[config.mk]
export PLATFORM = sky130hd
export DESIGN_NAME = utf8_stream_decoder_top_flat
export DESIGN_NICKNAME = d
export VERILOG_FILES = /design/src/hdl/utf8d_pkg.sv /design/src/hdl/utf8d_if.sv /design/src/hdl/utf8d_core.sv /design/src/hdl/utf8_stream_decoder_top.sv /design/src/flat_wrapper.sv
export SDC_FILE = /design/constraint.sdc
export NUM_CORES = 1
export LEC_CHECK = 0
export BUFFER_PORTS_ARGS = -buffer_cell sky130_fd_sc_hd__buf_2
export CAP_MARGIN = 30
export CORE_UTILIZATION = 65
export CTS_CLUSTER_SIZE = 28
export DETAILED_ROUTE_END_ITERATION = 12
export GPL_ROUTABILITY_DRIVEN = 0
export GPL_TIMING_DRIVEN = 1
export HOLD_SLACK_MARGIN = 0.1
export MAX_ROUTING_LAYER = met4
export PLACE_DENSITY = 0.88
export SLEW_MARGIN = 15
export SYNTH_ARGS = -nofsm -noshare
export SYNTH_HDL_FRONTEND = slang
export SYNTH_HIERARCHICAL = 1
export SYNTH_SLANG_ARGS = --single-unit
[constraint.sdc]
create_clock -name clk -period 6.5 [get_ports clk]
set_input_delay 1.3 -clock clk [delete_from_list [all_inputs] [get_ports clk]]
set_output_delay 1.3 -clock clk [all_outputs]
set_load 0.005 [all_outputs]
[src/hdl/utf8d_pkg.sv]
// Shared types, constants and the byte classifier for the UTF-8 stream decoder.
// No dependencies; every other file of the decoder uses this package.
package utf8d_pkg;

  localparam int CP_W       = 21;
  localparam int BYTE_W     = 8;
  localparam int LEFT_W     = 2;
  localparam int QDEPTH     = 4;
  localparam int QPTR_W     = 2;
  localparam int QCNT_W     = 3;

  localparam logic [LEFT_W-1:0] LEFT_NONE  = 2'd0;
  localparam logic [LEFT_W-1:0] LEFT_ONE   = 2'd1;
  localparam logic [LEFT_W-1:0] LEFT_TWO   = 2'd2;
  localparam logic [LEFT_W-1:0] LEFT_THREE = 2'd3;

  typedef enum logic [2:0] {
    BYTE_ASCII,
    BYTE_CONT,
    BYTE_LEAD2,
    BYTE_LEAD3,
    BYTE_LEAD4,
    BYTE_BAD
  } byte_class_t;

  typedef struct packed {
    logic [CP_W-1:0] code_point;
    logic            is_error;
    logic            last_of_run;
  } result_t;

  // Results produced by one accepted byte, oldest first.
  typedef struct packed {
    logic [1:0] count;
    result_t    first;
    result_t    second;
  } push_t;

  function automatic byte_class_t classify(input logic [BYTE_W-1:0] b);
    byte_class_t c;
    case (b) inside
      8'b0???_????: c = BYTE_ASCII;
      8'b10??_????: c = BYTE_CONT;
      8'b110?_????: c = BYTE_LEAD2;
      8'b1110_????: c = BYTE_LEAD3;
      8'b1111_0???: c = BYTE_LEAD4;
      default:      c = BYTE_BAD;
    endcase
    return c;
  endfunction

endpackage

[src/hdl/utf8d_if.sv]
// Valid/ready channel interfaces for the byte input and the decoded result output.
// Depends on utf8d_pkg for field widths.
interface utf8d_byte_if;
  logic                           valid;
  logic                           ready;
  logic [utf8d_pkg::BYTE_W-1:0]   in_byte;

  modport source (output valid, output in_byte, input ready);
  modport sink   (input valid, input in_byte, output ready);
endinterface

interface utf8d_result_if;
  logic                         valid;
  logic                         ready;
  logic [utf8d_pkg::CP_W-1:0]   code_point;
  logic                         is_error;
  logic                         last_of_run;

  modport source (output valid, output code_point, output is_error, output last_of_run,
                  input ready);
  modport sink   (input valid, input code_point, input is_error, input last_of_run,
                  output ready);
endinterface

[src/hdl/utf8d_core.sv]
// Decoder state (accumulator, pending continuation count, error flag) and byte decode.
// Depends on utf8d_pkg; produces up to two results per accepted byte.
module utf8d_core (
  input  logic                          clk,
  input  logic                          rst_n,
  input  logic                          take,
  input  logic [utf8d_pkg::BYTE_W-1:0]  in_byte,
  output utf8d_pkg::push_t              push
);
  import utf8d_pkg::*;

  logic [CP_W-1:0]   code_accum_r, code_accum_nxt;
  logic [LEFT_W-1:0] bytes_left_r, bytes_left_nxt;
  logic              in_error_r, in_error_nxt;

  byte_class_t cls;
  logic        interrupt;
  logic        own_valid;
  result_t     own_res;
  result_t     err_res;

  always_comb begin
    cls            = classify(in_byte);
    code_accum_nxt = code_accum_r;
    bytes_left_nxt = bytes_left_r;
    in_error_nxt   = in_error_r;
    interrupt      = 1'b0;
    own_valid      = 1'b0;
    own_res        = '0;
    err_res        = '0;
    err_res.is_error = 1'b1;

    if (cls != BYTE_CONT) begin
      interrupt    = (bytes_left_r != LEFT_NONE) || in_error_r;
      in_error_nxt = 1'b0;
      case (cls)
        BYTE_LEAD4: begin
          code_accum_nxt = CP_W'(in_byte[2:0]);
          bytes_left_nxt = LEFT_THREE;
        end
        BYTE_LEAD3: begin
          code_accum_nxt = CP_W'(in_byte[3:0]);
          bytes_left_nxt = LEFT_TWO;
        end
        BYTE_LEAD2: begin
          code_accum_nxt = CP_W'(in_byte[4:0]);
          bytes_left_nxt = LEFT_ONE;
        end
        BYTE_ASCII: begin
          code_accum_nxt     = CP_W'(in_byte[6:0]);
          bytes_left_nxt     = LEFT_NONE;
          own_valid          = 1'b1;
          own_res.code_point = CP_W'(in_byte[6:0]);
        end
        default: begin
          bytes_left_nxt = LEFT_NONE;
          own_valid      = 1'b1;
          own_res        = err_res;
        end
      endcase
    end else if (bytes_left_r != LEFT_NONE) begin
      code_accum_nxt = {code_accum_r[CP_W-7:0], in_byte[5:0]};
      bytes_left_nxt = bytes_left_r - LEFT_ONE;
      if (bytes_left_r == LEFT_ONE) begin
        own_valid          = 1'b1;
        own_res.code_point = {code_accum_r[CP_W-7:0], in_byte[5:0]};
      end
    end else begin
      in_error_nxt = 1'b1;
    end

    push.count  = {1'b0, interrupt} + {1'b0, own_valid};
    push.first  = interrupt ? err_res : own_res;
    push.second = own_res;
    push.first.last_of_run  = !(interrupt && own_valid);
    push.second.last_of_run = 1'b1;
  end

  always_ff @(posedge clk) begin
    if (!rst_n) begin
      code_accum_r <= '0;
      bytes_left_r <= LEFT_NONE;
      in_error_r   <= 1'b0;
    end else if (take) begin
      code_accum_r <= code_accum_nxt;
      bytes_left_r <= bytes_left_nxt;
      in_error_r   <= in_error_nxt;
    end
  end

  a_error_only_when_idle: assert property (@(posedge clk) disable iff (!rst_n)
    (bytes_left_r != LEFT_NONE) |-> !in_error_r)
    else $error("error flag set while a sequence is open");

  a_cont_never_pushes_two: assert property (@(posedge clk) disable iff (!rst_n)
    (take && cls == BYTE_CONT) |-> (push.count != 2'd2))
    else $error("continuation byte produced two results");

  a_open_seq_pushes_nothing: assert property (@(posedge clk) disable iff (!rst_n)
    (take && cls != BYTE_ASCII && cls != BYTE_BAD && cls != BYTE_CONT
     && bytes_left_r == LEFT_NONE && !in_error_r) |-> (push.count == 2'd0))
    else $error("lead byte of a multi-byte sequence produced a result");

endmodule

[src/hdl/utf8_stream_decoder_top.sv]
// Top level of the lenient UTF-8 stream decoder: decode core plus a four-entry result queue.
// Depends on utf8d_pkg, utf8d_if and utf8d_core.
//
//   channel   dir  payload                               handshake
//   in_if     in   in_byte[7:0]                          valid/ready
//   out_if    out  code_point[20:0], is_error, last_of_run valid/ready
//
// A byte is decoded in the cycle it is accepted; its results enter the queue at that edge
// and can leave from the next cycle on, one word per cycle while out_if.ready is high.
// Input is taken whenever the queue has room for two results, so one byte per cycle is
// sustained while each byte yields at most one result; a byte with two results puts an
// extra word in the queue. A stalled output fills the queue and then holds the input off.
// Synchronous active-low reset empties the queue and clears the decoder state.
module utf8_stream_decoder_top (
  input  logic                   clk,
  input  logic                   rst_n,
  utf8d_byte_if.sink             in_if,
  utf8d_result_if.source         out_if
);
  import utf8d_pkg::*;

  result_t            q_r [QDEPTH];
  logic [QPTR_W-1:0]  wr_ptr_r, wr_ptr_nxt;
  logic [QPTR_W-1:0]  rd_ptr_r, rd_ptr_nxt;
  logic [QCNT_W-1:0]  cnt_r, cnt_nxt;
  logic               take;
  logic               pop;
  logic [1:0]         n_push;
  push_t              push;
  result_t            head;

  utf8d_core u_core (
    .clk     (clk),
    .rst_n   (rst_n),
    .take    (take),
    .in_byte (in_if.in_byte),
    .push    (push)
  );

  assign in_if.ready = (cnt_r <= QCNT_W'(QDEPTH - 2));
  assign take        = in_if.valid && in_if.ready;
  assign pop         = out_if.valid && out_if.ready;
  assign n_push      = take ? push.count : 2'd0;

  assign head               = q_r[rd_ptr_r];
  assign out_if.valid       = (cnt_r != '0);
  assign out_if.code_point  = head.code_point;
  assign out_if.is_error    = head.is_error;
  assign out_if.last_of_run = head.last_of_run;

  always_comb begin
    wr_ptr_nxt = wr_ptr_r + QPTR_W'(n_push);
    rd_ptr_nxt = rd_ptr_r + QPTR_W'(pop);
    cnt_nxt    = cnt_r + QCNT_W'(n_push) - QCNT_W'(pop);
  end

  always_ff @(posedge clk) begin
    if (!rst_n) begin
      wr_ptr_r <= '0;
      rd_ptr_r <= '0;
      cnt_r    <= '0;
    end else begin
      wr_ptr_r <= wr_ptr_nxt;
      rd_ptr_r <= rd_ptr_nxt;
      cnt_r    <= cnt_nxt;
    end
  end

  always_ff @(posedge clk) begin
    if (n_push != 2'd0) begin
      q_r[wr_ptr_r] <= push.first;
    end
    if (n_push == 2'd2) begin
      q_r[wr_ptr_r + QPTR_W'(1)] <= push.second;
    end
  end

  a_queue_bounded: assert property (@(posedge clk) disable iff (!rst_n)
    cnt_r <= QCNT_W'(QDEPTH))
    else $error("result queue overflow");

  a_error_has_zero_cp: assert property (@(posedge clk) disable iff (!rst_n)
    (out_if.valid && out_if.is_error) |-> (out_if.code_point == '0))
    else $error("error result carries a code point");

  a_count_tracks: assert property (@(posedge clk) disable iff (!rst_n)
    ##1 (cnt_r == QCNT_W'($past(cnt_r) + QCNT_W'($past(n_push)) - QCNT_W'($past(pop))))
    || !$past(rst_n))
    else $error("queue count does not match pushes and pops");

  a_pointer_gap: assert property (@(posedge clk) disable iff (!rst_n)
    (QPTR_W'(wr_ptr_r - rd_ptr_r) == cnt_r[QPTR_W-1:0]))
    else $error("queue pointers disagree with count");

endmodule

[src/flat_wrapper.sv]
// flat-port wrapper written by rule: the top's interface ports become plain ports
module utf8_stream_decoder_top_flat import utf8d_pkg::*;
  (clk, rst_n, in_if_valid, in_if_in_byte, in_if_ready, out_if_valid, out_if_code_point, out_if_is_error, out_if_last_of_run, out_if_ready);
  utf8d_byte_if in_if_i ();
  utf8d_result_if out_if_i ();
  input  logic clk;
  input  logic rst_n;
  input wire logic [$bits(in_if_i.valid)-1:0] in_if_valid;
  input wire logic [$bits(in_if_i.in_byte)-1:0] in_if_in_byte;
  output wire logic [$bits(in_if_i.ready)-1:0] in_if_ready;
  output wire logic [$bits(out_if_i.valid)-1:0] out_if_valid;
  output wire logic [$bits(out_if_i.code_point)-1:0] out_if_code_point;
  output wire logic [$bits(out_if_i.is_error)-1:0] out_if_is_error;
  output wire logic [$bits(out_if_i.last_of_run)-1:0] out_if_last_of_run;
  input wire logic [$bits(out_if_i.ready)-1:0] out_if_ready;
  assign in_if_i.valid = in_if_valid;
  assign in_if_i.in_byte = in_if_in_byte;
  assign in_if_ready = in_if_i.ready;
  assign out_if_valid = out_if_i.valid;
  assign out_if_code_point = out_if_i.code_point;
  assign out_if_is_error = out_if_i.is_error;
  assign out_if_last_of_run = out_if_i.last_of_run;
  assign out_if_i.ready = out_if_ready;
  utf8_stream_decoder_top u_core (.clk(clk), .rst_n(rst_n), .in_if(in_if_i), .out_if(out_if_i));
endmodule
==> impl_results.md, run 1 <==
* Number of global-route vias before repair at 3861
* Worst Hold Class: reg2reg
* YS warnings at 6
* Crit-path cells: buf_2, nand2b_4, and2_1, ha_1, and2b_2, nand2_1, a21oi_2, buf_4
* CTS Buf Count at 17
* Initial Util at 66.9%
* Hold_buf cts at 0
* Design Power at 2.52 mW
* Remaining global-route overflow at 0
* Antenna violations before repair at 0
* Max clock buf depth at 2
* Rel. slew slack at 39.2%
* Ant. Diodes at 0
* Crit path DAT at 3.72 ns
* Max Cap Viol at 0
* Power Density at 345 nW/µm²
* CP max-delay cell: a21oi_2
* Tcrit/Tclk final at 54.1%
* TritonCTS clock tree: done
* Htree depth at 4
* Mapped cell area at 6540 µm²
* Seq cells post-synth at 117
* Max Transition Viols Final at 0
* Outcome: complete, no violations
* Hpwl dp at 7400 µm
* CTS Root Cell: clkbuf_8
* Worst Setup Path Type: in2reg
* Crit. End Element: register
* Clk_lat worst skew at 0.52 ns
* DRT iter0 DRCs at 310
* Die width at 102 µm
* Fmax achieved at 284 MHz
* Vias per inst at 6.12
* Post-CTS Setup Inserts at 0
* Max FO, Critical Path at 12
* Endpoints failing hold at 0
* Peak VDD IR at 0.000245 V
* Drt drc at 0
* Synth Area per Inst at 15.0 µm²
* Setup TNS at 0 ns
* Leading cell types in the layout, fill and taps excluded: edfxtp_1, mux2_4, buf_2
* Commonest non-fill, non-tap cell in the layout: edfxtp_1
* Io pins at 37
* CORE AREA at 9770 µm²
* Router iterations before antenna repair at 4
* Post-synth ARST share at 0%
* Drt total wl at 13200 µm
* Final setup viols at 0
* Largest net degree at the start of global routing at 39
* Worst-Margin Slew at 0.912 ns
* Critical Path RT at 6.70 ns
* Global-route usage over all layers at 28.6%
* EDFF count, synth at 92
* Layout cell share with drive strength beyond 1 at 45.9%
* Fin Clk Skew at 0.00751 ns
* Standard-cell rows at 36
* Register area share after synthesis at 49.9%
* Layout area overhead at 11.5%
* Max incr delay on CP at 0.72 ns
* First-pass GRT wire length at 20800 µm
* PortBufs at 36
* Final ANT Viol Nets at 0
* Final nets at 481
* Total number of vias at 3706
* # resized after CTS at 0
* RSZ-0062 raised after global routing: false
* Synth unique cells at 52
* Leakage at 2.95 nW
* Synth Flop Type: edfxtp_1
* Syn nets at 458
* Gate Count Post-Synth at 437
* Final core occ at 74.6%
* Clock Sink Count at 117
* Die Ht at 102 µm
* Wire length per cell at 21.8 µm
* Clock transition at path regs at 0.06 ns
* Min Hold Slack at 0.487 ns
* Startpoint types: input pin
* Die ar. at 10500 µm²
* Tmin final at 3.52 ns
## final timing paths
check | depth (start not counted) | startpoint | slack [ns] | to
worst min-delay path | 2 | u_core/u_core/in_error_r | 0.49 | u_core/u_core/in_error_r
worst min register to register | 2 | u_core/u_core/in_error_r | 0.49 | u_core/u_core/in_error_r
worst max-delay path | 8 | in_if_in_byte[6] | 2.98 | u_core/q_r[2][4]
worst max register to register | 9 | u_core/u_core/bytes_left_r[0] | 3.33 | u_core/q_r[2][4]
## report_power, final
group          internal, mW  switching (mW)  leakage, nW
Sequential            0.905          0.0438         1.07
Combinational         0.286           0.307         1.58
Clock                 0.624           0.350        0.296
## synthesized netlist by cell type (2+ instances only)
cell type	instances	area (µm²)
a211oi_1	2	15.0
a21oi_1	6	30.0
a31oi_1	2	12.5
and2_1	21	131
and2_4	9	78.8
buf_2	4	20.0
buf_4	16	120
buf_6	11	124
clkbuf_1	5	18.8
dfxtp_1	25	500
edfxtp_1	92	2760
ha_1	8	100
inv_1	14	52.6
mux2_2	12	135
mux2_4	80	1200
mux4_2	23	518
nand2_1	15	56.3
nand2b_1	2	12.5
nand3_1	27	135
nand4_4	4	85.1
nor2_1	5	18.8
nor2b_1	7	43.8
o21ai_0	14	70.1
o221a_2	2	22.5
o31ai_1	2	15.0
xnor2_1	2	17.5
xor2_1	2	17.5
## per-layer routing
| metal | part of all wire [%] | GRT usage [%] | wire length (µm) | up-vias |
|---|---|---|---|---|
| met3 | 7.2 | 5.81 | 946 | 21 |
| met2 | 52 | 47.8 | 6870 | 164 |
| met4 | 1.7 | 11.5 | 228 | 0 |
| li1 | - | - | - | 1682 |
| met5 | 0 | - | 0 | - |
| met1 | 39 | 34.0 | 5180 | 1839 |
## state kept, by name (all words and copies together) (netlist names)
register	count
u_core/cnt_r	3
u_core/u_core/in_error_r	1
u_core/q_r	92
u_core/u_core/bytes_left_r	2
u_core/rd_ptr_r	2
u_core/u_core/code_accum_r	15
u_core/wr_ptr_r	2
## cells by family after synthesis
| logic type | after synthesis | share of synthesized area [%] |
|---|---|---|
| mux | 115 | 28.4 |
| buf+inv | 52 | 5.27 |
| simple gates | 102 | 10.1 |
| fa+ha+maj | 9 | 1.84 |
| other cells | 1 | 0.0574 |
| compound gates | 37 | 3.85 |
| flops | 117 | 49.9 |
| xor+xnor | 4 | 0.536 |
## layout make-up
class / count / area, µm²
clock buffer: 17 / 414
clock inverter: 15 / 205
fill: 571 / 2490
inverter: 14 / 52.6
multi-input combinational: 268 / 2960
sequential: 117 / 3260
tap: 133 / 166
timing repair buffer: 42 / 225
## worst max-delay path, delay by kind of cell
family	cells	cell delay (ns)
fa+ha+maj	1	0.33
buf+inv	2	0.53
compound gates	1	0.72
simple gates	4	0.82
## stage by stage
step | setup slack (ns) | cell area [µm²] | cells
2_1_floorplan | 2.18 | 6540 | 437
3_3_place_gp | 2.53 | 6670 | 574
3_5_place_dp | 2.50 | 6670 | 574
4_1_cts | 3.02 | 7290 | 606
5_1_grt | 2.80 | 7290 | 606
6_report | 2.98 | 7290 | 606
Note: power is estimated with default switching activity, not from simulation.
==> inputs of run 2 (changes only) <==
- CORE_UTILIZATION: 65 -> 61
- PLACE_DENSITY: 0.88 -> 0.84
- clock period: 6.5 -> 3.6 ns (I/O delays scaled with it)
==> run 2 against run 1 <==
Compared with the run above: register-to-register slack got worse by 2.7 ns; via count about the same; power increased by 78%; die area increased by 6.4%; non-clock buffer count increased by 7; cell count increased by 1.7%; global-route usage decreased by 3.4 points; critical path depth decreased by 5; routed wire length decreased by 3.1%; flip-flop and latch count unchanged; design area increased by 0.48%; critical path type is now reg2out; largest power group is now registers; highest routed layer unchanged.
==> impl_results.md, run 2 (synthesis gave the netlist of run 1 again) <==
* Largest net degree at the start of global routing at 39 (unchanged)
* Leading cell types in the layout, fill and taps excluded: edfxtp_1, mux2_4, buf_2
* # resized after CTS at 0 (unchanged)
* Total number of vias at 3707 (+0.027%)
* R2r setup slk at 0.66 ns (-2.67 ns)
* Layout area overhead at 12.0%
* Layout cell share with drive strength beyond 1 at 46.0% (+0.16 points)
* Layout fillers at 685 (+20%)
* Endpoints failing hold at 0 (unchanged)
* Clk network pwr share at 38.1% (-0.6 points)
* Die ar. at 11100 µm² (+6.4%)
* Outcome: complete, no violations
* Max FFs per register at 92 (unchanged)
* Drt drc at 0 (unchanged)
* Router iterations before antenna repair at 4 (unchanged)
* Max incr delay on CP at 0.69 ns (-0.03 ns)
* Worst-Margin Slew at 0.911 ns (-0.00174 ns)
* Global-route usage over all layers at 25.2% (-3.4 points)
* Remaining global-route overflow at 0 (unchanged)
* RSZ-0062 raised after global routing: false
* Sequential share of power at 38.9% (+1.2 points)
* Crit path DAT at 2.27 ns (-1.45 ns)
* Design Power at 4.48 mW (+78%)
* CORE AREA at 10400 µm² (+6.1%)
* Peak VDD IR at 0.000456 V (+86%)
* TritonCTS clock tree: done
* Antenna violations before repair at 0 (unchanged)
* Worst R2R End: u_core/cnt_r[2]
* Htree depth at 4 (unchanged)
* Initial Util at 63.0% (-3.8 points)
* Comb power frac at 23.0% (-0.6 points)
* Number of global-route vias before repair at 3755 (-2.7%)
* Io pins at 37 (unchanged)
* Top delay family on crit path: flip-flops
* Pint at 3.29 mW (+81%)
* R2r worst-path depth at 14 (+5)
* Hold_buf cts at 0 (unchanged)
* Worst path depth at 3 (-5)
* Final core occ at 70.6% (-3.9 points)
* Cell Area, Placed at 6730 µm² (+0.86%)
* Ant. Diodes at 0 (unchanged)
* Worst R2R Start: u_core/u_core/bytes_left_r[0]
* Drt total wl at 12800 µm (-3.1%)
* Crit-path cells: buf_4, mux4_2, buf_2
* Commonest non-fill, non-tap cell in the layout: edfxtp_1
* Clk_lat worst skew at 0.52 ns (about the same)
* Fmax achieved at 334 MHz
* Max FO, Critical Path at 14 (+2)
* Critical Path RT at 2.88 ns (-3.82 ns)
* CTS Root Cell: clkbuf_8
* PortBufs at 36 (unchanged)
* Largest register by flop count: u_core/q_r
* Final nets at 488 (+1.5%)
* Register area at 3260 µm² (about the same)
* Final setup viols at 0 (unchanged)
* Worst Hold Class: in2reg
* DRT iter0 DRCs at 236 (-24%)
* Max Cap Viol at 0 (unchanged)
* CP endpoint: out_if_code_point[11]
* Hpwl dp at 7780 µm (+5.2%)
* Wire length per cell at 20.8 µm (-4.7%)
* Vias per inst at 6.02 (-1.6%)
* Die width at 106 µm (+3.2%)
* Leakage at 2.97 nW (+0.69%)
* Fin Clk Skew at 0.00880 ns (+0.00129 ns)
* Area occupied by multi-input gates at 2960 µm² (unchanged)
* Tcrit/Tclk final at 83.1%
* Crit path from: u_core/rd_ptr_r[0]
* CP max-delay cell: dfxtp_2
* Standard-cell rows at 37 (+2.8%)
* Power Density at 612 nW/µm² (+77%)
* Tmin final at 2.99 ns
* Clock transition at path regs at 0.05 ns (about the same)
* Biggest regs: u_core/q_r (92), u_core/u_core/code_accum_r (15), u_core/cnt_r (3)
* Final ANT Viol Nets at 0 (unchanged)
* Sw Pwr at 1.20 mW (+71%)
* Max clock buf depth at 2 (unchanged)
* Startpoint types: register
* Critical path buffers and inverters at 2 (unchanged)
* Max Transition Viols Final at 0 (unchanged)
* Die Ht at 106 µm (+3.2%)
* Post-CTS Setup Inserts at 0 (unchanged)
* Switching Fraction at 26.7% (-1.1 points)
* Final instance area at 7320 µm² (+0.48%)
* CTS Buf Count at 17 (unchanged)
* Rel. slew slack at 39.3% (+0.12 points)
* Worst Setup Path Type: reg2out
* Clock Sink Count at 117 (unchanged)
* Crit. End Element: output port
* First-pass GRT wire length at 20000 µm (-4.0%)
run 2: cell count changes in the layout (fill, tap and decap cells not counted):
| cell | change |
|---|---|
| clkbuf_8 | +1 |
| clkbuf_1 | +3 |
| clkinv_2 | +2 |
| dfxtp_2 | +1 |
| dfxtp_1 | -1 |
| clkinv_1 | +1 |
| inv_6 | -1 |
| buf_4 | +7 |
| clkinv_4 | -6 |
run 2: layout make-up:
type                            count  area share [%]
Tap cell                          136            2.32
Clock buffer                       21            6.00
Timing Repair Buffer               49            3.79
Sequential cell                   117            44.6
Multi-Input combinational cell    268            40.4
Inverter                           14           0.718
Clock inverter                     11            2.15
run 2: how the worst min path moves through the flow:
stage                                        startpoint                            end  slack (ns)  depth (start not counted)
final                                  in_if_in_byte[2]  u_core/u_core/code_accum_r[2]        0.46                          3
after global routing                   in_if_in_byte[2]  u_core/u_core/code_accum_r[2]        0.47                          3
after CTS                              in_if_in_byte[2]  u_core/u_core/code_accum_r[2]        0.45                          3
after detailed placement  u_core/u_core/code_accum_r[0]  u_core/u_core/code_accum_r[0]        0.47                          2
after global placement    u_core/u_core/code_accum_r[9]  u_core/u_core/code_accum_r[9]        0.46                          2
after floorplan           u_core/u_core/code_accum_r[1]  u_core/u_core/code_accum_r[1]        0.44                          2
run 2: power groups by stage:
stage               Combinational (mW)  Sequential, mW  Clock [mW]
CTS                               1.04            1.75        1.72
floorplan                        0.764            1.71           0
detailed placement                1.03            1.77           0
global placement                  1.01            1.76           0
global route                      1.12            1.76        1.78
finish                            1.03            1.74        1.71
run 2: worst reg2reg max path: stages (launching register included):
cell and delay [ns]:
dfxtp_1 0.33, inv_1 0.08, ha_1 0.21, nand2b_1 0.14
and2_1 0.20, ha_1 0.35, and3_1 0.20, inv_1 0.05
ha_1 0.27, inv_1 0.04, ha_1 0.18, fa_1 0.38
xnor2_1 0.15, xnor2_1 0.12, and2_1 0.15
run 2: per-stage QoR:
| stage | hold WS [ns] | TNS [ns] | instances | setup WS (ns) |
|---|---|---|---|---|
| after floorplan | 0.438 | -6.61 | 437 | -0.144 |
| after global placement | 0.458 | 0 | 584 | 0.469 |
| after detailed placement | 0.473 | 0 | 584 | 0.395 |
| after CTS | 0.447 | 0 | 616 | 0.549 |
| after global routing | 0.469 | 0 | 616 | 0.473 |
| final | 0.463 | 0 | 616 | 0.610 |
run 2: routing by layer:
layer | GRT usage (%) | wire, µm
met2 | 42.5 | 6630
met4 | 9.33 | 293
met5 | - | 0
met3 | 5.81 | 645
met1 | 29.6 | 5240
